==> config.mk <==
export PLATFORM = sky130hd
export DESIGN_NAME = packet_link_session_engine_flat
export DESIGN_NICKNAME = d
export VERILOG_FILES = /design/src/rtl/core/plse_pkg.sv /design/src/rtl/core/plse_if.sv /design/src/rtl/core/plse_ram.sv /design/src/rtl/core/plse_ctrl.sv /design/src/rtl/core/plse_dp.sv /design/src/rtl/core/packet_link_session_engine.sv /design/src/flat_wrapper.sv
export VERILOG_INCLUDE_DIRS = /design/src /design/src/rtl/core
export SDC_FILE = /design/constraint.sdc
export NUM_CORES = 2
export LEC_CHECK = 0
export BUFFER_PORTS_ARGS = -buffer_cell sky130_fd_sc_hd__buf_2
export CAP_MARGIN = 40
export CORE_ASPECT_RATIO = 1.4
export CORE_UTILIZATION = 57
export DETAILED_ROUTE_END_ITERATION = 8
export GPL_ROUTABILITY_DRIVEN = 0
export PLACE_DENSITY = 0.76
export SYNTH_ARGS = -nofsm -noshare
export SYNTH_HDL_FRONTEND = slang
export SYNTH_SLANG_ARGS = --single-unit
export TNS_END_PERCENT = 100
==> constraint.sdc <==
create_clock -name clk -period 4.1 [get_ports clk]
set_input_delay 0.41 -clock clk [delete_from_list [all_inputs] [get_ports clk]]
set_output_delay 0.41 -clock clk [all_outputs]
set_load 0.02 [all_outputs]
==> src/rtl/core/packet_link_session_engine_defines.svh <==
// Assertion macros for the packet link session engine.
// Included by files that carry concurrent checks; no other dependencies.
`ifndef PACKET_LINK_SESSION_ENGINE_DEFINES_SVH
`define PACKET_LINK_SESSION_ENGINE_DEFINES_SVH

`ifndef SYNTH
// Property must hold at every edge outside reset.
`define PLSE_ASSERT(lbl, clk_s, rstn_s, prop, msg) \
  lbl: assert property (@(posedge clk_s) disable iff (!rstn_s) (prop)) else $error(msg);
// Expression must never be true outside reset.
`define PLSE_ASSERT_NEVER(lbl, clk_s, rstn_s, expr, msg) \
  lbl: assert property (@(posedge clk_s) disable iff (!rstn_s) !(expr)) else $error(msg);
`else
`define PLSE_ASSERT(lbl, clk_s, rstn_s, prop, msg)
`define PLSE_ASSERT_NEVER(lbl, clk_s, rstn_s, expr, msg)
`endif

`endif

==> src/rtl/core/plse_pkg.sv <==
// Shared types, codes and constants of the packet link session engine.
// No dependencies; compiled first.
`default_nettype none

package plse_pkg;

  // default sizes and reset values
  localparam int CMD_WORDS_DEF  = 64;
  localparam int RESP_WORDS_DEF = 32;
  localparam logic [23:0] TIMEOUT_RST = 24'd1600000;
  localparam logic [2:0]  MAX_ATT_RST = 3'd3;

  // field widths
  localparam int OP_W    = 3;
  localparam int HDR_W   = 3;
  localparam int BYTE_W  = 8;
  localparam int IDX_W   = 6;
  localparam int MODE_W  = 2;
  localparam int CNT_W   = 7;
  localparam int TMR_W   = 24;
  localparam int ATT_W   = 3;
  localparam int CFG_IDX_W  = 1;
  localparam int CFG_DATA_W = 24;

  typedef enum logic [OP_W-1:0] {
    OP_PACKET = 3'd0,
    OP_TICK   = 3'd1,
    OP_WRITE  = 3'd2,
    OP_READ   = 3'd3,
    OP_SEND   = 3'd4
  } op_e_t;

  typedef enum logic [HDR_W-1:0] {
    HDR_CONREQ   = 3'd0,
    HDR_CONACC   = 3'd1,
    HDR_PAYLOAD  = 3'd2,
    HDR_CHECKSUM = 3'd3,
    HDR_ACK      = 3'd4,
    HDR_NACK     = 3'd5,
    HDR_CONREF   = 3'd6
  } hdr_e_t;

  typedef enum logic [MODE_W-1:0] {
    MODE_IDLE  = 2'd0,
    MODE_RECV  = 2'd1,
    MODE_READY = 2'd2,
    MODE_AWAIT = 2'd3
  } mode_e_t;

  typedef enum logic [CFG_IDX_W-1:0] {
    CFG_TIMEOUT = 1'b0,
    CFG_MAX_ATT = 1'b1
  } cfg_reg_e_t;

  // actions the controller hands to the datapath
  typedef enum logic [3:0] {
    ACT_NONE,
    ACT_CONNECT,
    ACT_PAYLOAD,
    ACT_CHECK,
    ACT_REFUSE,
    ACT_RESEND,
    ACT_TICK,
    ACT_WRITE,
    ACT_READ,
    ACT_SEND
  } act_e_t;

  // source of a result word
  typedef enum logic [1:0] {
    OSEL_HDR,
    OSEL_CMD,
    OSEL_PAY,
    OSEL_CSUM
  } osel_e_t;

  typedef enum logic [2:0] {
    ST_IDLE,
    ST_DECODE,
    ST_HDR,
    ST_CMD,
    ST_TX,
    ST_CSUM
  } state_e_t;

  typedef struct packed {
    act_e_t  act;
    logic    cap_in;
    logic    out_load;
    osel_e_t out_sel;
    logic    out_last;
    logic    tx_step;
  } ctrl_cmd_t;

  typedef struct packed {
    mode_e_t          mode;
    logic [OP_W-1:0]  op;
    logic [HDR_W-1:0] hdr;
    logic             resp_idx_ok;
    logic             attempts_left;
    logic             tx_stop;
    logic             out_free;
  } dp_stat_t;

  typedef struct packed {
    logic              kind;
    logic [HDR_W-1:0]  send_header;
    logic [BYTE_W-1:0] out_a;
    logic [BYTE_W-1:0] out_b;
    logic [BYTE_W-1:0] out_c;
    logic [BYTE_W-1:0] out_d;
    logic              last;
    logic [MODE_W-1:0] session_mode;
    logic [CNT_W-1:0]  command_words;
  } out_item_t;

endpackage

`default_nettype wire

==> src/rtl/core/plse_if.sv <==
// Channel interfaces: input words, result words and configuration writes.
// Depends on plse_pkg for field widths.
`default_nettype none

interface plse_in_if;
  import plse_pkg::*;
  logic              valid;
  logic              ready;
  logic [OP_W-1:0]   op;
  logic [HDR_W-1:0]  header;
  logic [BYTE_W-1:0] byte_a;
  logic [BYTE_W-1:0] byte_b;
  logic [BYTE_W-1:0] byte_c;
  logic [BYTE_W-1:0] byte_d;
  logic [IDX_W-1:0]  word_index;

  modport source (output valid, op, header, byte_a, byte_b, byte_c, byte_d, word_index,
                  input ready);
  modport sink   (input valid, op, header, byte_a, byte_b, byte_c, byte_d, word_index,
                  output ready);
endinterface

interface plse_out_if;
  import plse_pkg::*;
  logic              valid;
  logic              ready;
  logic              kind;
  logic [HDR_W-1:0]  send_header;
  logic [BYTE_W-1:0] out_a;
  logic [BYTE_W-1:0] out_b;
  logic [BYTE_W-1:0] out_c;
  logic [BYTE_W-1:0] out_d;
  logic              last;
  logic [MODE_W-1:0] session_mode;
  logic [CNT_W-1:0]  command_words;

  modport source (output valid, kind, send_header, out_a, out_b, out_c, out_d, last,
                         session_mode, command_words,
                  input ready);
  modport sink   (input valid, kind, send_header, out_a, out_b, out_c, out_d, last,
                        session_mode, command_words,
                  output ready);
endinterface

interface plse_cfg_if;
  import plse_pkg::*;
  logic                  valid;
  logic                  ready;
  logic [CFG_IDX_W-1:0]  index;
  logic [CFG_DATA_W-1:0] data;

  modport source (output valid, index, data, input ready);
  modport sink   (input valid, index, data, output ready);
endinterface

`default_nettype wire

==> src/rtl/core/plse_ram.sv <==
// Generic single-write, single-read RAM with registered read data.
// No dependencies.
`default_nettype none

module plse_ram #(
  parameter int WIDTH = 32,
  parameter int DEPTH = 64,
  localparam int AW = (DEPTH > 1) ? $clog2(DEPTH) : 1
) (
  input  wire logic             clk,
  input  wire logic             wr_en,
  input  wire logic [AW-1:0]    wr_addr,
  input  wire logic [WIDTH-1:0] wr_data,
  input  wire logic             rd_en,
  input  wire logic [AW-1:0]    rd_addr,
  output      logic [WIDTH-1:0] rd_data
);

  logic [WIDTH-1:0] mem_r [DEPTH];
  logic [WIDTH-1:0] rd_data_r;

  // write port; read data holds while rd_en is low
  always_ff @(posedge clk) begin
    if (wr_en) begin
      mem_r[wr_addr] <= wr_data;
    end
    if (rd_en) begin
      rd_data_r <= mem_r[rd_addr];
    end
  end

  assign rd_data = rd_data_r;

endmodule

`default_nettype wire

==> src/rtl/core/plse_ctrl.sv <==
// Controller: decodes each accepted word into an action and sequences results.
// Depends on plse_pkg.
`default_nettype none

module plse_ctrl (
  input  wire logic                 clk,
  input  wire logic                 rst_n,
  input  wire logic                 in_valid,
  output      logic                 in_ready,
  input  wire plse_pkg::dp_stat_t   stat,
  output      plse_pkg::ctrl_cmd_t  cmd
);
  import plse_pkg::*;

  state_e_t state_r, state_nxt;
  act_e_t   act;

  // action for the captured word in the current mode
  function automatic act_e_t decode(input dp_stat_t s);
    act_e_t a;
    a = ACT_NONE;
    unique case (s.op)
      OP_PACKET: begin
        unique case (s.mode)
          MODE_IDLE:  if (s.hdr == HDR_CONREQ) a = ACT_CONNECT;
          MODE_RECV: begin
            if (s.hdr == HDR_PAYLOAD) a = ACT_PAYLOAD;
            else if (s.hdr == HDR_CHECKSUM) a = ACT_CHECK;
            else a = ACT_REFUSE;
          end
          MODE_AWAIT: begin
            if (s.hdr == HDR_NACK && s.attempts_left) a = ACT_RESEND;
            else a = ACT_REFUSE;
          end
          default: a = ACT_NONE;
        endcase
      end
      OP_TICK:  if (s.mode == MODE_RECV || s.mode == MODE_AWAIT) a = ACT_TICK;
      OP_WRITE: if (s.mode == MODE_READY && s.resp_idx_ok) a = ACT_WRITE;
      OP_READ:  a = ACT_READ;
      OP_SEND:  if (s.mode == MODE_READY) a = ACT_SEND;
      default:  a = ACT_NONE;
    endcase
    return a;
  endfunction

  assign act = decode(stat);

  // state register
  always_ff @(posedge clk) begin
    if (!rst_n) begin
      state_r <= ST_IDLE;
    end else begin
      state_r <= state_nxt;
    end
  end

  // next state and commands
  always_comb begin
    state_nxt = state_r;
    cmd       = '0;
    in_ready  = 1'b0;
    unique case (state_r)
      ST_IDLE: begin
        in_ready = 1'b1;
        if (in_valid) begin
          cmd.cap_in = 1'b1;
          state_nxt  = ST_DECODE;
        end
      end
      ST_DECODE: begin
        cmd.act = act;
        unique case (act)
          ACT_CONNECT, ACT_CHECK, ACT_REFUSE: state_nxt = ST_HDR;
          ACT_READ:                           state_nxt = ST_CMD;
          ACT_SEND, ACT_RESEND:               state_nxt = ST_TX;
          default:                            state_nxt = ST_IDLE;
        endcase
      end
      ST_HDR: begin
        if (stat.out_free) begin
          cmd.out_load = 1'b1;
          cmd.out_sel  = OSEL_HDR;
          cmd.out_last = 1'b1;
          state_nxt    = ST_IDLE;
        end
      end
      ST_CMD: begin
        if (stat.out_free) begin
          cmd.out_load = 1'b1;
          cmd.out_sel  = OSEL_CMD;
          cmd.out_last = 1'b1;
          state_nxt    = ST_IDLE;
        end
      end
      // one response word per cycle unless stalled; stop after a zero byte or the buffer end
      ST_TX: begin
        if (stat.out_free) begin
          cmd.out_load = 1'b1;
          cmd.out_sel  = OSEL_PAY;
          cmd.tx_step  = 1'b1;
          if (stat.tx_stop) state_nxt = ST_CSUM;
        end
      end
      ST_CSUM: begin
        if (stat.out_free) begin
          cmd.out_load = 1'b1;
          cmd.out_sel  = OSEL_CSUM;
          cmd.out_last = 1'b1;
          state_nxt    = ST_IDLE;
        end
      end
      default: state_nxt = ST_IDLE;
    endcase
  end

endmodule

`default_nettype wire

==> src/rtl/core/plse_dp.sv <==
// Datapath: session registers, lane sums, command and response buffers,
// transmit walker and result register. Depends on plse_pkg and plse_ram.
`default_nettype none

module plse_dp #(
  parameter int CMD_WORDS  = plse_pkg::CMD_WORDS_DEF,
  parameter int RESP_WORDS = plse_pkg::RESP_WORDS_DEF
) (
  input  wire logic                             clk,
  input  wire logic                             rst_n,
  input  wire logic [plse_pkg::OP_W-1:0]        in_op,
  input  wire logic [plse_pkg::HDR_W-1:0]       in_header,
  input  wire logic [4*plse_pkg::BYTE_W-1:0]    in_word,
  input  wire logic [plse_pkg::IDX_W-1:0]       in_word_index,
  input  wire logic                             cfg_we,
  input  wire logic [plse_pkg::CFG_IDX_W-1:0]   cfg_index,
  input  wire logic [plse_pkg::CFG_DATA_W-1:0]  cfg_data,
  input  wire plse_pkg::ctrl_cmd_t              cmd,
  output      plse_pkg::dp_stat_t               stat,
  input  wire logic                             out_ready,
  output      logic                             out_valid,
  output      plse_pkg::out_item_t              out_item
);
  import plse_pkg::*;

  localparam int CMD_AW  = (CMD_WORDS > 1) ? $clog2(CMD_WORDS) : 1;
  localparam int RESP_AW = (RESP_WORDS > 1) ? $clog2(RESP_WORDS) : 1;

  // captured word
  logic [OP_W-1:0]  op_r;
  logic [HDR_W-1:0] hdr_r;
  logic [3:0][7:0]  word_r;
  logic [IDX_W-1:0] idx_r;

  // session state
  mode_e_t            mode_r, mode_nxt;
  logic [TMR_W-1:0]   timer_r, timer_nxt;
  logic [3:0][7:0]    sums_r, sums_nxt;
  logic [CMD_AW-1:0]  wp_r, wp_nxt;
  logic [CNT_W-1:0]   rc_r, rc_nxt;
  logic [ATT_W-1:0]   att_r, att_nxt;
  logic [TMR_W-1:0]   timeout_r;
  logic [ATT_W-1:0]   max_att_r;
  hdr_e_t             pend_hdr_r, pend_hdr_nxt;
  logic               rd_ok_r;

  // transmit walker
  logic [RESP_AW-1:0] tx_idx_r, tx_idx_nxt;
  logic [3:0][7:0]    cs_r, cs_nxt;

  // result register
  logic      out_valid_r, out_valid_nxt;
  out_item_t out_item_r, out_item_nxt;

  // buffers
  logic               resp_re;
  logic [RESP_AW-1:0] resp_raddr;
  logic [3:0][7:0]    resp_rd;
  logic [31:0]        cmd_rd;

  logic cmd_idx_ok, resp_idx_ok, sums_match, has_zero, tx_end, tx_stop, tx_start;

  assign cmd_idx_ok  = {1'b0, idx_r} < CNT_W'(CMD_WORDS);
  assign resp_idx_ok = {1'b0, idx_r} < CNT_W'(RESP_WORDS);
  assign sums_match  = (sums_r == word_r);
  assign has_zero    = (resp_rd[0] == 8'd0) || (resp_rd[1] == 8'd0) ||
                       (resp_rd[2] == 8'd0) || (resp_rd[3] == 8'd0);
  assign tx_end      = (tx_idx_r == RESP_AW'(RESP_WORDS - 1));
  assign tx_stop     = has_zero || tx_end;
  assign tx_start    = (cmd.act == ACT_SEND) || (cmd.act == ACT_RESEND);

  assign resp_re    = tx_start || (cmd.tx_step && !tx_stop);
  assign resp_raddr = tx_start ? '0 : tx_idx_r + RESP_AW'(1);

  plse_ram #(.WIDTH(32), .DEPTH(CMD_WORDS)) u_cmd_ram (
    .clk     (clk),
    .wr_en   (cmd.act == ACT_PAYLOAD),
    .wr_addr (wp_r),
    .wr_data (word_r),
    .rd_en   ((cmd.act == ACT_READ) && cmd_idx_ok),
    .rd_addr (idx_r[CMD_AW-1:0]),
    .rd_data (cmd_rd)
  );

  plse_ram #(.WIDTH(32), .DEPTH(RESP_WORDS)) u_resp_ram (
    .clk     (clk),
    .wr_en   (cmd.act == ACT_WRITE),
    .wr_addr (idx_r[RESP_AW-1:0]),
    .wr_data (word_r),
    .rd_en   (resp_re),
    .rd_addr (resp_raddr),
    .rd_data (resp_rd)
  );

  // session update for the decoded action
  always_comb begin
    mode_nxt     = mode_r;
    timer_nxt    = timer_r;
    sums_nxt     = sums_r;
    wp_nxt       = wp_r;
    rc_nxt       = rc_r;
    att_nxt      = att_r;
    pend_hdr_nxt = pend_hdr_r;
    unique case (cmd.act)
      ACT_CONNECT: begin
        sums_nxt     = '0;
        wp_nxt       = '0;
        rc_nxt       = '0;
        timer_nxt    = '0;
        mode_nxt     = MODE_RECV;
        pend_hdr_nxt = HDR_CONACC;
      end
      ACT_PAYLOAD: begin
        timer_nxt = '0;
        for (int j = 0; j < 4; j++) begin
          sums_nxt[j] = sums_r[j] + word_r[j];
        end
        wp_nxt = (wp_r == CMD_AW'(CMD_WORDS - 1)) ? '0 : wp_r + CMD_AW'(1);
        if (rc_r < CNT_W'(CMD_WORDS)) rc_nxt = rc_r + CNT_W'(1);
      end
      ACT_CHECK: begin
        timer_nxt    = '0;
        mode_nxt     = sums_match ? MODE_READY : MODE_IDLE;
        pend_hdr_nxt = sums_match ? HDR_ACK : HDR_NACK;
      end
      ACT_REFUSE: begin
        timer_nxt    = '0;
        mode_nxt     = MODE_IDLE;
        pend_hdr_nxt = HDR_CONREF;
      end
      ACT_RESEND: begin
        timer_nxt = '0;
        att_nxt   = att_r + ATT_W'(1);
      end
      ACT_TICK: begin
        if (timer_r >= timeout_r) mode_nxt = MODE_IDLE;
        else timer_nxt = timer_r + TMR_W'(1);
      end
      ACT_SEND: begin
        att_nxt   = ATT_W'(1);
        timer_nxt = '0;
        mode_nxt  = MODE_AWAIT;
      end
      default: ;
    endcase
  end

  // transmit walker: running lane sums over the words sent
  always_comb begin
    tx_idx_nxt = tx_idx_r;
    cs_nxt     = cs_r;
    if (tx_start) begin
      tx_idx_nxt = '0;
      cs_nxt     = '0;
    end else if (cmd.tx_step) begin
      for (int j = 0; j < 4; j++) begin
        cs_nxt[j] = cs_r[j] + resp_rd[j];
      end
      if (!tx_stop) tx_idx_nxt = tx_idx_r + RESP_AW'(1);
    end
  end

  // result register
  always_comb begin
    logic [3:0][7:0] w;
    w             = '0;
    out_valid_nxt = out_valid_r;
    out_item_nxt  = out_item_r;
    if (cmd.out_load) begin
      out_valid_nxt = 1'b1;
      out_item_nxt.kind        = 1'b0;
      out_item_nxt.send_header = HDR_PAYLOAD;
      unique case (cmd.out_sel)
        OSEL_HDR:  out_item_nxt.send_header = pend_hdr_r;
        OSEL_CMD: begin
          out_item_nxt.kind        = 1'b1;
          out_item_nxt.send_header = '0;
          w = rd_ok_r ? cmd_rd : '0;
        end
        OSEL_PAY:  w = resp_rd;
        OSEL_CSUM: begin
          out_item_nxt.send_header = HDR_CHECKSUM;
          w = cs_r;
        end
        default: ;
      endcase
      out_item_nxt.out_a         = w[0];
      out_item_nxt.out_b         = w[1];
      out_item_nxt.out_c         = w[2];
      out_item_nxt.out_d         = w[3];
      out_item_nxt.last          = cmd.out_last;
      out_item_nxt.session_mode  = mode_r;
      out_item_nxt.command_words = rc_r;
    end else if (out_ready) begin
      out_valid_nxt = 1'b0;
    end
  end

  // control registers
  always_ff @(posedge clk) begin
    if (!rst_n) begin
      mode_r      <= MODE_IDLE;
      timer_r     <= '0;
      sums_r      <= '0;
      wp_r        <= '0;
      rc_r        <= '0;
      att_r       <= '0;
      timeout_r   <= TIMEOUT_RST;
      max_att_r   <= MAX_ATT_RST;
      out_valid_r <= 1'b0;
    end else begin
      mode_r      <= mode_nxt;
      timer_r     <= timer_nxt;
      sums_r      <= sums_nxt;
      wp_r        <= wp_nxt;
      rc_r        <= rc_nxt;
      att_r       <= att_nxt;
      out_valid_r <= out_valid_nxt;
      if (cfg_we) begin
        unique case (cfg_reg_e_t'(cfg_index))
          CFG_TIMEOUT: timeout_r <= cfg_data;
          CFG_MAX_ATT: max_att_r <= cfg_data[ATT_W-1:0];
          default: ;
        endcase
      end
    end
  end

  // payload registers
  always_ff @(posedge clk) begin
    if (cmd.cap_in) begin
      op_r   <= in_op;
      hdr_r  <= in_header;
      word_r <= in_word;
      idx_r  <= in_word_index;
    end
    if (cmd.act == ACT_READ) rd_ok_r <= cmd_idx_ok;
    pend_hdr_r <= pend_hdr_nxt;
    tx_idx_r   <= tx_idx_nxt;
    cs_r       <= cs_nxt;
    out_item_r <= out_item_nxt;
  end

  assign stat.mode          = mode_r;
  assign stat.op            = op_r;
  assign stat.hdr           = hdr_r;
  assign stat.resp_idx_ok   = resp_idx_ok;
  assign stat.attempts_left = (att_r < max_att_r);
  assign stat.tx_stop       = tx_stop;
  assign stat.out_free      = !out_valid_r || out_ready;

  assign out_valid = out_valid_r;
  assign out_item  = out_item_r;

endmodule

`default_nettype wire

==> src/rtl/core/packet_link_session_engine.sv <==
// Top level of the packet link session engine: controller plus datapath.
// Depends on plse_pkg, plse_if, plse_ram, plse_ctrl, plse_dp and the defines header.
//
// Usage:
//   in_ch   one word per operation: received packet, tick, host write,
//           host read or send request. Words are taken one at a time.
//   out_ch  result words: packets for the partner (kind 0) or command
//           words returned to the host (kind 1); last marks the final
//           result of an operation.
//   cfg_ch  register writes (0 timeout_ticks, 1 max_attempts), always
//           ready; write only while the engine is idle.
// Timing: an operation without result passes through decode back to idle;
//   one with a single result is decoded, then loads it into the output
//   register once that register is free. A response transmission of n words
//   gives n + 1 result words, checksum last, on consecutive cycles while the
//   output is free, paced by the single read port of the response buffer.
//   The next word is accepted once the last result is in the output
//   register, while that result still waits to be taken.
// Reset: synchronous, active low; session idle, registers at defaults.
//   The buffers are not cleared, so there is no start-up sweep.
// Stall: a held result freezes the sequencer; nothing is dropped.
`default_nettype none

`include "packet_link_session_engine_defines.svh"

module packet_link_session_engine #(
  parameter int CMD_WORDS  = plse_pkg::CMD_WORDS_DEF,
  parameter int RESP_WORDS = plse_pkg::RESP_WORDS_DEF
) (
  input wire logic     clk,
  input wire logic     rst_n,
  plse_in_if.sink      in_ch,
  plse_out_if.source   out_ch,
  plse_cfg_if.sink     cfg_ch
);
  import plse_pkg::*;

  ctrl_cmd_t cmd;
  dp_stat_t  stat;
  out_item_t out_item;
  logic      out_valid;
  logic      in_ready;

  plse_ctrl u_ctrl (
    .clk      (clk),
    .rst_n    (rst_n),
    .in_valid (in_ch.valid),
    .in_ready (in_ready),
    .stat     (stat),
    .cmd      (cmd)
  );

  plse_dp #(
    .CMD_WORDS  (CMD_WORDS),
    .RESP_WORDS (RESP_WORDS)
  ) u_dp (
    .clk           (clk),
    .rst_n         (rst_n),
    .in_op         (in_ch.op),
    .in_header     (in_ch.header),
    .in_word       ({in_ch.byte_d, in_ch.byte_c, in_ch.byte_b, in_ch.byte_a}),
    .in_word_index (in_ch.word_index),
    .cfg_we        (cfg_ch.valid),
    .cfg_index     (cfg_ch.index),
    .cfg_data      (cfg_ch.data),
    .cmd           (cmd),
    .stat          (stat),
    .out_ready     (out_ch.ready),
    .out_valid     (out_valid),
    .out_item      (out_item)
  );

  assign in_ch.ready  = in_ready;
  assign cfg_ch.ready = 1'b1;

  assign out_ch.valid         = out_valid;
  assign out_ch.kind          = out_item.kind;
  assign out_ch.send_header   = out_item.send_header;
  assign out_ch.out_a         = out_item.out_a;
  assign out_ch.out_b         = out_item.out_b;
  assign out_ch.out_c         = out_item.out_c;
  assign out_ch.out_d         = out_item.out_d;
  assign out_ch.last          = out_item.last;
  assign out_ch.session_mode  = out_item.session_mode;
  assign out_ch.command_words = out_item.command_words;

  // checks
  `PLSE_ASSERT(a_load_free, clk, rst_n, cmd.out_load |-> stat.out_free, "result overwritten")
  `PLSE_ASSERT(a_one_item, clk, rst_n, (in_ch.valid && in_ready) |=> !in_ready, "second word taken")
  `PLSE_ASSERT(a_act_after_take, clk, rst_n, (cmd.act != ACT_NONE) |-> $past(in_ch.valid && in_ready), "action without word")
  `PLSE_ASSERT_NEVER(a_count_range, clk, rst_n, out_valid && (out_item.command_words > CNT_W'(CMD_WORDS)), "count too large")

endmodule

`default_nettype wire
==> src/flat_wrapper.sv <==
// flat-port wrapper written by rule: the top's interface ports become plain ports
module packet_link_session_engine_flat import plse_pkg::*;
#(
  parameter int CMD_WORDS  = plse_pkg::CMD_WORDS_DEF,
  parameter int RESP_WORDS = plse_pkg::RESP_WORDS_DEF
)
  (clk, rst_n, in_ch_valid, in_ch_op, in_ch_header, in_ch_byte_a, in_ch_byte_b, in_ch_byte_c, in_ch_byte_d, in_ch_word_index, in_ch_ready, out_ch_valid, out_ch_kind, out_ch_send_header, out_ch_out_a, out_ch_out_b, out_ch_out_c, out_ch_out_d, out_ch_last, out_ch_session_mode, out_ch_command_words, out_ch_ready, cfg_ch_valid, cfg_ch_index, cfg_ch_data, cfg_ch_ready);
  plse_in_if in_ch_i ();
  plse_out_if out_ch_i ();
  plse_cfg_if cfg_ch_i ();
  input wire logic clk;
  input wire logic rst_n;
  input wire logic [$bits(in_ch_i.valid)-1:0] in_ch_valid;
  input wire logic [$bits(in_ch_i.op)-1:0] in_ch_op;
  input wire logic [$bits(in_ch_i.header)-1:0] in_ch_header;
  input wire logic [$bits(in_ch_i.byte_a)-1:0] in_ch_byte_a;
  input wire logic [$bits(in_ch_i.byte_b)-1:0] in_ch_byte_b;
  input wire logic [$bits(in_ch_i.byte_c)-1:0] in_ch_byte_c;
  input wire logic [$bits(in_ch_i.byte_d)-1:0] in_ch_byte_d;
  input wire logic [$bits(in_ch_i.word_index)-1:0] in_ch_word_index;
  output wire logic [$bits(in_ch_i.ready)-1:0] in_ch_ready;
  output wire logic [$bits(out_ch_i.valid)-1:0] out_ch_valid;
  output wire logic [$bits(out_ch_i.kind)-1:0] out_ch_kind;
  output wire logic [$bits(out_ch_i.send_header)-1:0] out_ch_send_header;
  output wire logic [$bits(out_ch_i.out_a)-1:0] out_ch_out_a;
  output wire logic [$bits(out_ch_i.out_b)-1:0] out_ch_out_b;
  output wire logic [$bits(out_ch_i.out_c)-1:0] out_ch_out_c;
  output wire logic [$bits(out_ch_i.out_d)-1:0] out_ch_out_d;
  output wire logic [$bits(out_ch_i.last)-1:0] out_ch_last;
  output wire logic [$bits(out_ch_i.session_mode)-1:0] out_ch_session_mode;
  output wire logic [$bits(out_ch_i.command_words)-1:0] out_ch_command_words;
  input wire logic [$bits(out_ch_i.ready)-1:0] out_ch_ready;
  input wire logic [$bits(cfg_ch_i.valid)-1:0] cfg_ch_valid;
  input wire logic [$bits(cfg_ch_i.index)-1:0] cfg_ch_index;
  input wire logic [$bits(cfg_ch_i.data)-1:0] cfg_ch_data;
  output wire logic [$bits(cfg_ch_i.ready)-1:0] cfg_ch_ready;
  assign in_ch_i.valid = in_ch_valid;
  assign in_ch_i.op = in_ch_op;
  assign in_ch_i.header = in_ch_header;
  assign in_ch_i.byte_a = in_ch_byte_a;
  assign in_ch_i.byte_b = in_ch_byte_b;
  assign in_ch_i.byte_c = in_ch_byte_c;
  assign in_ch_i.byte_d = in_ch_byte_d;
  assign in_ch_i.word_index = in_ch_word_index;
  assign in_ch_ready = in_ch_i.ready;
  assign out_ch_valid = out_ch_i.valid;
  assign out_ch_kind = out_ch_i.kind;
  assign out_ch_send_header = out_ch_i.send_header;
  assign out_ch_out_a = out_ch_i.out_a;
  assign out_ch_out_b = out_ch_i.out_b;
  assign out_ch_out_c = out_ch_i.out_c;
  assign out_ch_out_d = out_ch_i.out_d;
  assign out_ch_last = out_ch_i.last;
  assign out_ch_session_mode = out_ch_i.session_mode;
  assign out_ch_command_words = out_ch_i.command_words;
  assign out_ch_i.ready = out_ch_ready;
  assign cfg_ch_i.valid = cfg_ch_valid;
  assign cfg_ch_i.index = cfg_ch_index;
  assign cfg_ch_i.data = cfg_ch_data;
  assign cfg_ch_ready = cfg_ch_i.ready;
  packet_link_session_engine #(.CMD_WORDS(CMD_WORDS), .RESP_WORDS(RESP_WORDS)) u_core (.clk(clk), .rst_n(rst_n), .in_ch(in_ch_i), .out_ch(out_ch_i), .cfg_ch(cfg_ch_i));
endmodule
# Word-level counts from Yosys, hierarchy flattened
# Memories as Yosys holds them, arrays and structs flattened. A register that Yosys moved wholly into a read port is not among the register bits.
# Cells that the tools add are included.
[totals]
mem_bits_rw = 3072
wordCells = 188
latchBits = 0
ff_bits = 235
memories = 2
mem_bits_ro = 0
[mem_list]
columns = ["name", "depth", "word_bits", "rd", "rd_clocked_by_memory_dff", "write_ports", "line", "rtl"]
rows = [
  ["u_core.u_dp.u_cmd_ram.mem_r", 64, 32, 1, 1, 1, "plse_ram.sv:19", "logic [WIDTH-1:0] mem_r [DEPTH];"],
  ["u_core.u_dp.u_resp_ram.mem_r", 32, 32, 1, 1, 1, "plse_ram.sv:19", ""],
]
[classes]
n_mux = 50
n_mul = 0
n_div = 0
n_addsub = 13
eq_ne = 43
n_reduce_logical = 39
magnitude_cmp = 4
n_shift = 0
bitwise_logic = 2
[op_table]
columns = ["operator", "n"]
rows = [
  ["32-bit one-hot mux with 3 select lines", 1],
  ["8-bit adder", 8],
  ["32-bit one-hot mux with 2 select lines", 1],
  ["24-bit one-hot mux with 2 select lines", 1],
  ["32-bit equality test", 1],
  ["8-bit logical NOT", 4],
  ["3-bit two-way mux", 9],
  ["3-bit one-hot mux with 3 select lines", 3],
  ["24-bit by 1-bit adder with 24-bit output (second input constant)", 1],
  ["4-bit by 3-bit equality test with 1-bit output (second input constant)", 6],
  ["24-bit >= comparator", 1],
  ["24-bit two-way mux", 1],
  ["3-bit one-hot mux with 4 select lines", 2],
  ["4-bit two-way mux", 5],
  ["4-bit one-hot mux with 5 select lines", 1],
  ["3-bit by 2-bit equality test with 1-bit output (second input constant)", 6],
  ["4-bit equality test (second input constant)", 4],
  ["1-bit two-way mux", 15],
  ["7-bit one-hot mux with 2 select lines", 1],
  ["3-bit equality test (second input constant)", 4],
  ["4-bit by 2-bit equality test with 1-bit output (second input constant)", 3],
  ["4-bit one-hot mux with 3 select lines", 1],
  ["6-bit one-hot mux with 2 select lines", 1],
  ["2-bit AND reduction", 6],
  ["35 further kinds", 65],
]

# Depth between registers and ports, before layout
[logic_depth]
word_depth = 10
ltp_mapped = 13
mapped_depth_nobuf = 11

# Modules after synthesis
# A second synthesis with hierarchy kept.
[hier_totals]
hier_cells = 6963
hier_area_um2 = 132429.5
[modules_own_cells]
columns = ["module", "cells_per_inst", "n_inst", "seq_area_each_um2", "area_per_inst_um2"]
rows = [
  ["plse_ram at u_core.u_dp.u_cmd_ram", 3324, 1, 62459.9, 78835.6],
  ["plse_ram at u_core.u_dp.u_resp_ram", 2260, 1, 31710.4, 40805.4],
  ["plse_dp", 1316, 1, 5575.3, 12380.6],
  ["plse_ctrl", 61, 1, 60.1, 396.6],
  ["packet_link_session_engine", 2, 1, 0.0, 11.3],
]

# Least setup slack after synthesis
# Ideal clock, no wire load.
[synth_path]
path_type = "register -> register"
from = "register u_core.u_dp.tx_idx_r[1]"
to = "register u_core.u_dp.u_resp_ram.rd_data_r[0] (netlist: u_core.u_dp.u_resp_ram.rd_data[0]) (read register of u_core.u_dp.u_resp_ram.mem_r) (enable)"
stages_incl_launch_ff = 8
slack_ns = -0.028
arrival_ns = 3.662
period_less_slack_ns = 4.128
path_buffers = 1
cell_sequence = "dfxtp_1 -> ha_1 -> buf_2 -> and3_1 -> ha_1 -> and4b_1 -> nand4_1 -> o21ai_0"
[synth_between]
elab_chain_cells = 5
word_cells_on_any_way = 7
classes_between = "add/sub: 1; eq/ne: 1; mux: 1; reduce/logical: 4"
[synth_rtl]
columns = ["item", "line", "rtl"]
rows = [
  ["from (decl)", "plse_dp.sv:48", "logic [RESP_AW-1:0] tx_idx_r, tx_idx_nxt;"],
  ["from (signal assigned)", "plse_dp.sv:239", "tx_idx_r <= tx_idx_nxt;"],
  ["5-bit equality test", "plse_dp.sv:68", "assign tx_end = (tx_idx_r == RESP_AW'(RESP_WORDS - 1));"],
  ["1-bit logical OR", "plse_dp.sv:69", "assign tx_stop = has_zero || tx_end;"],
  ["1-bit logical NOT", "-", ""],
  ["1-bit logical AND", "plse_dp.sv:72", "assign resp_re = tx_start || (cmd.tx_step && !tx_stop);"],
  ["1-bit logical OR", "plse_dp.sv:72", ""],
  ["via u_core.u_dp.resp_re", "plse_dp.sv:56", "logic resp_re;"],
  ["to (decl)", "plse_ram.sv:20", "logic [WIDTH-1:0] rd_data_r;"],
]
# The timed path passes the listed nets, and every way through them passes these cells.
# A chain may end at the register's enable or synchronous reset.

# Final worst setup path
[layout_path]
from = "register u_core.u_dp.op_r[0]"
to = "register u_core.u_dp.u_resp_ram.rd_data_r[10] (netlist: u_core.u_dp.u_resp_ram.rd_data[10]) (read register of u_core.u_dp.u_resp_ram.mem_r), data pin"
[layout_between]
elab_chain_cells = 6
word_cells_on_any_way = 12
classes_between = "eq/ne: 6; mux: 3; reduce/logical: 3"
[layout_rtl]
columns = ["item", "line", "rtl"]
rows = [
  ["from (decl)", "plse_dp.sv:30", "logic [OP_W-1:0] op_r;"],
  ["from (signal assigned)", "plse_dp.sv:232", "op_r <= in_op;"],
  ["3-bit equality test (tied with other cells)", "plse_ctrl.sv:22", "unique case (s.op)"],
  ["4-bit one-hot mux with 5 select lines (*)", "plse_ctrl.sv:22", ""],
  ["4-bit two-way mux (*)", "plse_ctrl.sv:63", "unique case (state_r)"],
  ["4-bit equality test or 4-bit by 3-bit equality test with 1-bit output (tied branches)", "plse_dp.sv:70", "assign tx_start = (cmd.act == ACT_SEND) || (cmd.act == ACT_RESEND);"],
  ["1-bit logical OR (*)", "plse_dp.sv:70", ""],
  ["5-bit two-way mux or 1-bit logical OR (tied branches)", "plse_dp.sv:73, plse_dp.sv:72", ""],
]
# Mark *: on every way between the ends. The rest lies on a longest branch, timed or not.

==> out/metrics.yaml <==
outcome:
  outcome: "complete, no violations"
logic_synthesis:
  yosysSeqAreaShare_pct: 75.8
  synth_top_area_share_pct: 73.7
  synth_warnings: 0
  ys_types: 84
  ys_ff_latch: 3371
  synth_edf_count: 3229
  synth_fp_nets: 7504
  async_flop_share_pct: 0
  syn_area_um2: 132000
  yosys-top-cells-area: "edfxtp_1 74%, mux4_2 8.8%, dfxtp_1 2.2%"
  avgSynthCellArea_um2: 17.9
  synth_top_cell_by_area: "edfxtp_1"
  netlist_instances: 7334
  synthFlopType: "edfxtp_1"
placement:
  place_inst: 10500
  port_buffers: 121
  dp_hpwl_um: 236000
  post-place-ws_ns: 0.287
route:
  ant_nets: 0
  vias_per_cell: 6.90
  drc: 0
  first_pass_iters: 9
  dr_total_vias: 76500
  routedWlPerCell_um: 34.9
  drtIter0Drc: 11700
  wirelength_um: 387000
sta:
  final.setup.tns_ns: 0
  worst_slack_ns: 0.145
  worst_slew_pin_slew_ns: 1.12
  hold_slack_ns: 0.0533
  finalHoldViolCount: 0
  maxSlewViolCount: 0
  slew_headroom_pct: 25.6
  fin_crit_sh_pct: 96.5
  fmax_mhz: 253
  rsz0062_at_grt: "no"
  setup_viol: 0
  clock_skew_ns: 0.0494
  fin_crit_ns: 3.96
clock_network:
  cts_max_path_buffers: 4
  insertion_delay_ns: 0.88
  cts.htree.levels: 5
  cts_root_buf: "clkbuf_16"
  cts_tree: "done"
  cts_sinks: 3371
  cts-buffers-inserted: 299
  clk_transition_reported_paths_ns: 0.07
  post-cts-setup-buffers: 0
critical_path:
  required_ns: 4.81
  timing.critical_path.to_type: "flop"
  worstSetupStartpointType: "flop"
  arrival_ns: 4.67
  path_class: "reg -> reg"
  worst-r2r-cell-count: 10
  crit_fanout: 64
global_route:
  grt_usage_pct: 32.9
  antenna_found_initial: 23
  grt_first_pass_wirelength_um: 543000
  overflow: 0
  grt_max_degree: 107
  grt_pass1_vias: 75600
cells_and_area:
  area_growth_syn_to_layout_pct: 13.7
  drive_gt1_share_pct: 21.4
  final_cells: 11100
  final_nets: 7969
worst_hold_path:
  whs_path_depth: 3
  min_path_type: "in -> reg"
floorplan:
  fp.dieArea_um2: 233000
  die_height_um: 571
  placeableCoreArea_um2: 230000
  num_rows: 208
  start_util_pct: 57.3
  ioPinCount: 123
  die_x_um: 408
flow_run:
  drv_cap: 0
pwr:
  p_per_area_nw_per_um2: 462
  p_leak_nw: 48.6
  finalPower_mw: 69.2
  worst_ir_drop_vdd_v: 0.000449
-- layout make-up --
| type | instances | area, µm² |
|---|---|---|
| well taps | 3045 | 3810 |
| clock buffers | 375 | 8010 |
| fillers | 14600 | 79800 |
| multi-input cells | 3430 | 30500 |
| diodes | 7 | 17.5 |
| clock inverters | 162 | 1380 |
| flip-flops and latches | 3371 | 99800 |
| repair buffers | 605 | 5830 |
| inverters | 92 | 350 |
-- cell usage after synthesis (68+ instances only) --
library cell / count
dfxtp_1: 142
nor2_1: 361
nand3_1: 177
nand2_1: 706
o221ai_1: 68
inv_1: 90
mux4_2: 514
a21oi_1: 269
clkbuf_1: 303
ha_1: 88
mux2i_1: 124
o21ai_0: 75
a22oi_1: 240
buf_2: 81
edfxtp_1: 3229
-- per-layer routing --
layer / wire length, µm / track usage, %
met5: 77 / 0
met3: 39500 / 5.98
met4: 41600 / 28.6
met2: 186000 / 53.5
met1: 120000 / 38.0
-- cell families (layout without fill, tap and decap cells) --
group	count (synthesis)	in the layout	share of synthesized area, %
flops	3371	3371	75.8
compound gates	1078	1078	6.03
buf+inv	533	1234	1.65
mux	684	684	10.1
other cells	1	8	0.00285
xor+xnor	57	57	0.379
simple gates	1514	1514	5.02
fa+ha+maj	96	96	0.958
-- per-stage QoR --
stage / cell area (µm²) / util, %
floorplan: 132000 / -
global placement: 139000 / 60.5
detailed placement: 140000 / 60.8
CTS: 150000 / 65.2
global route: 150000 / 65.2
finish: 150000 / 65.2
-- cell usage in the layout (no fill, tap or decap), types with 133 or more instances in the layout --
master     instances
edfxtp_1        3229
nand2_1          705
mux4_2           514
clkbuf_16        309
buf_4            291
a21oi_1          267
nor2_1           259
a22oi_1          240
nand3_1          177
dfxtp_1          141
buf_2            133
-- registers in the layout, indices dropped and copies added, names as in the netlist, 2 cells and up --
register and flops:
u_core.u_dp.timer_r 24, u_core.u_dp.wp_r 6, u_core.u_dp.sums_r 32, u_core.u_dp.u_resp_ram.mem_r 1024, u_core.u_dp.mode_r 2, u_core.u_dp.tx_idx_r 5, u_core.u_dp.pend_hdr_r 3, u_core.u_dp.timeout_r 24
u_core.u_dp.rc_r 7, u_core.u_dp.op_r 3, u_core.u_dp.u_cmd_ram.rd_data 32, u_core.u_dp.idx_r 6, u_core.u_dp.out_item 46, u_core.u_dp.word_r 32, u_core.u_dp.hdr_r 3, u_core.u_dp.u_resp_ram.rd_data 32
u_core.u_dp.att_r 3, u_core.u_dp.cs_r 32, u_core.u_dp.max_att_r 3, u_core.u_dp.u_cmd_ram.mem_r 2048, u_core.u_ctrl.state_r 3
-- worst max-delay path, cell delays in order, from the launching register on --
cell      delay (ns)
edfxtp_1        0.53
nor4b_2         0.51
nand3_1         0.28
nand2_1         0.22
a21oi_4         0.09
buf_4           0.24
a211oi_4        0.34
buf_4           0.71
o221ai_1        0.29
o22a_1          0.31
a22oi_1         0.20
-- worst paths after layout --
path	end	from	slack (ns)
max	u_core.u_dp.u_resp_ram.rd_data[10]$_DFFE_PP_	u_core.u_dp.op_r[0]$_DFFE_PP_	0.14
min	u_core.u_dp.max_att_r[2]$_SDFFE_PN0P_	cfg_ch_index	0.05
max reg2reg	u_core.u_dp.u_resp_ram.rd_data[10]$_DFFE_PP_	u_core.u_dp.op_r[0]$_DFFE_PP_	0.14
min reg2reg	u_core.u_dp.timeout_r[4]$_SDFFE_PN0P_	u_core.u_dp.timeout_r[4]$_SDFFE_PN0P_	0.47
-- power by group --
group / total [mW] / internal (mW) / leakage, nW / switching [mW]
Combinational: 3.79 / 1.21 / 13.9 / 2.58
Clock: 27.5 / 15.2 / 4.60 / 12.3
Sequential: 37.9 / 37.8 / 30.1 / 0.0717
-- timing repair --
action	in CTS	in global routing
hold buffers	74	0
gates resized for setup	0	0
endpoints found under the hold margin	77	0
No activity file was read; power rests on OpenSTA's default activity.
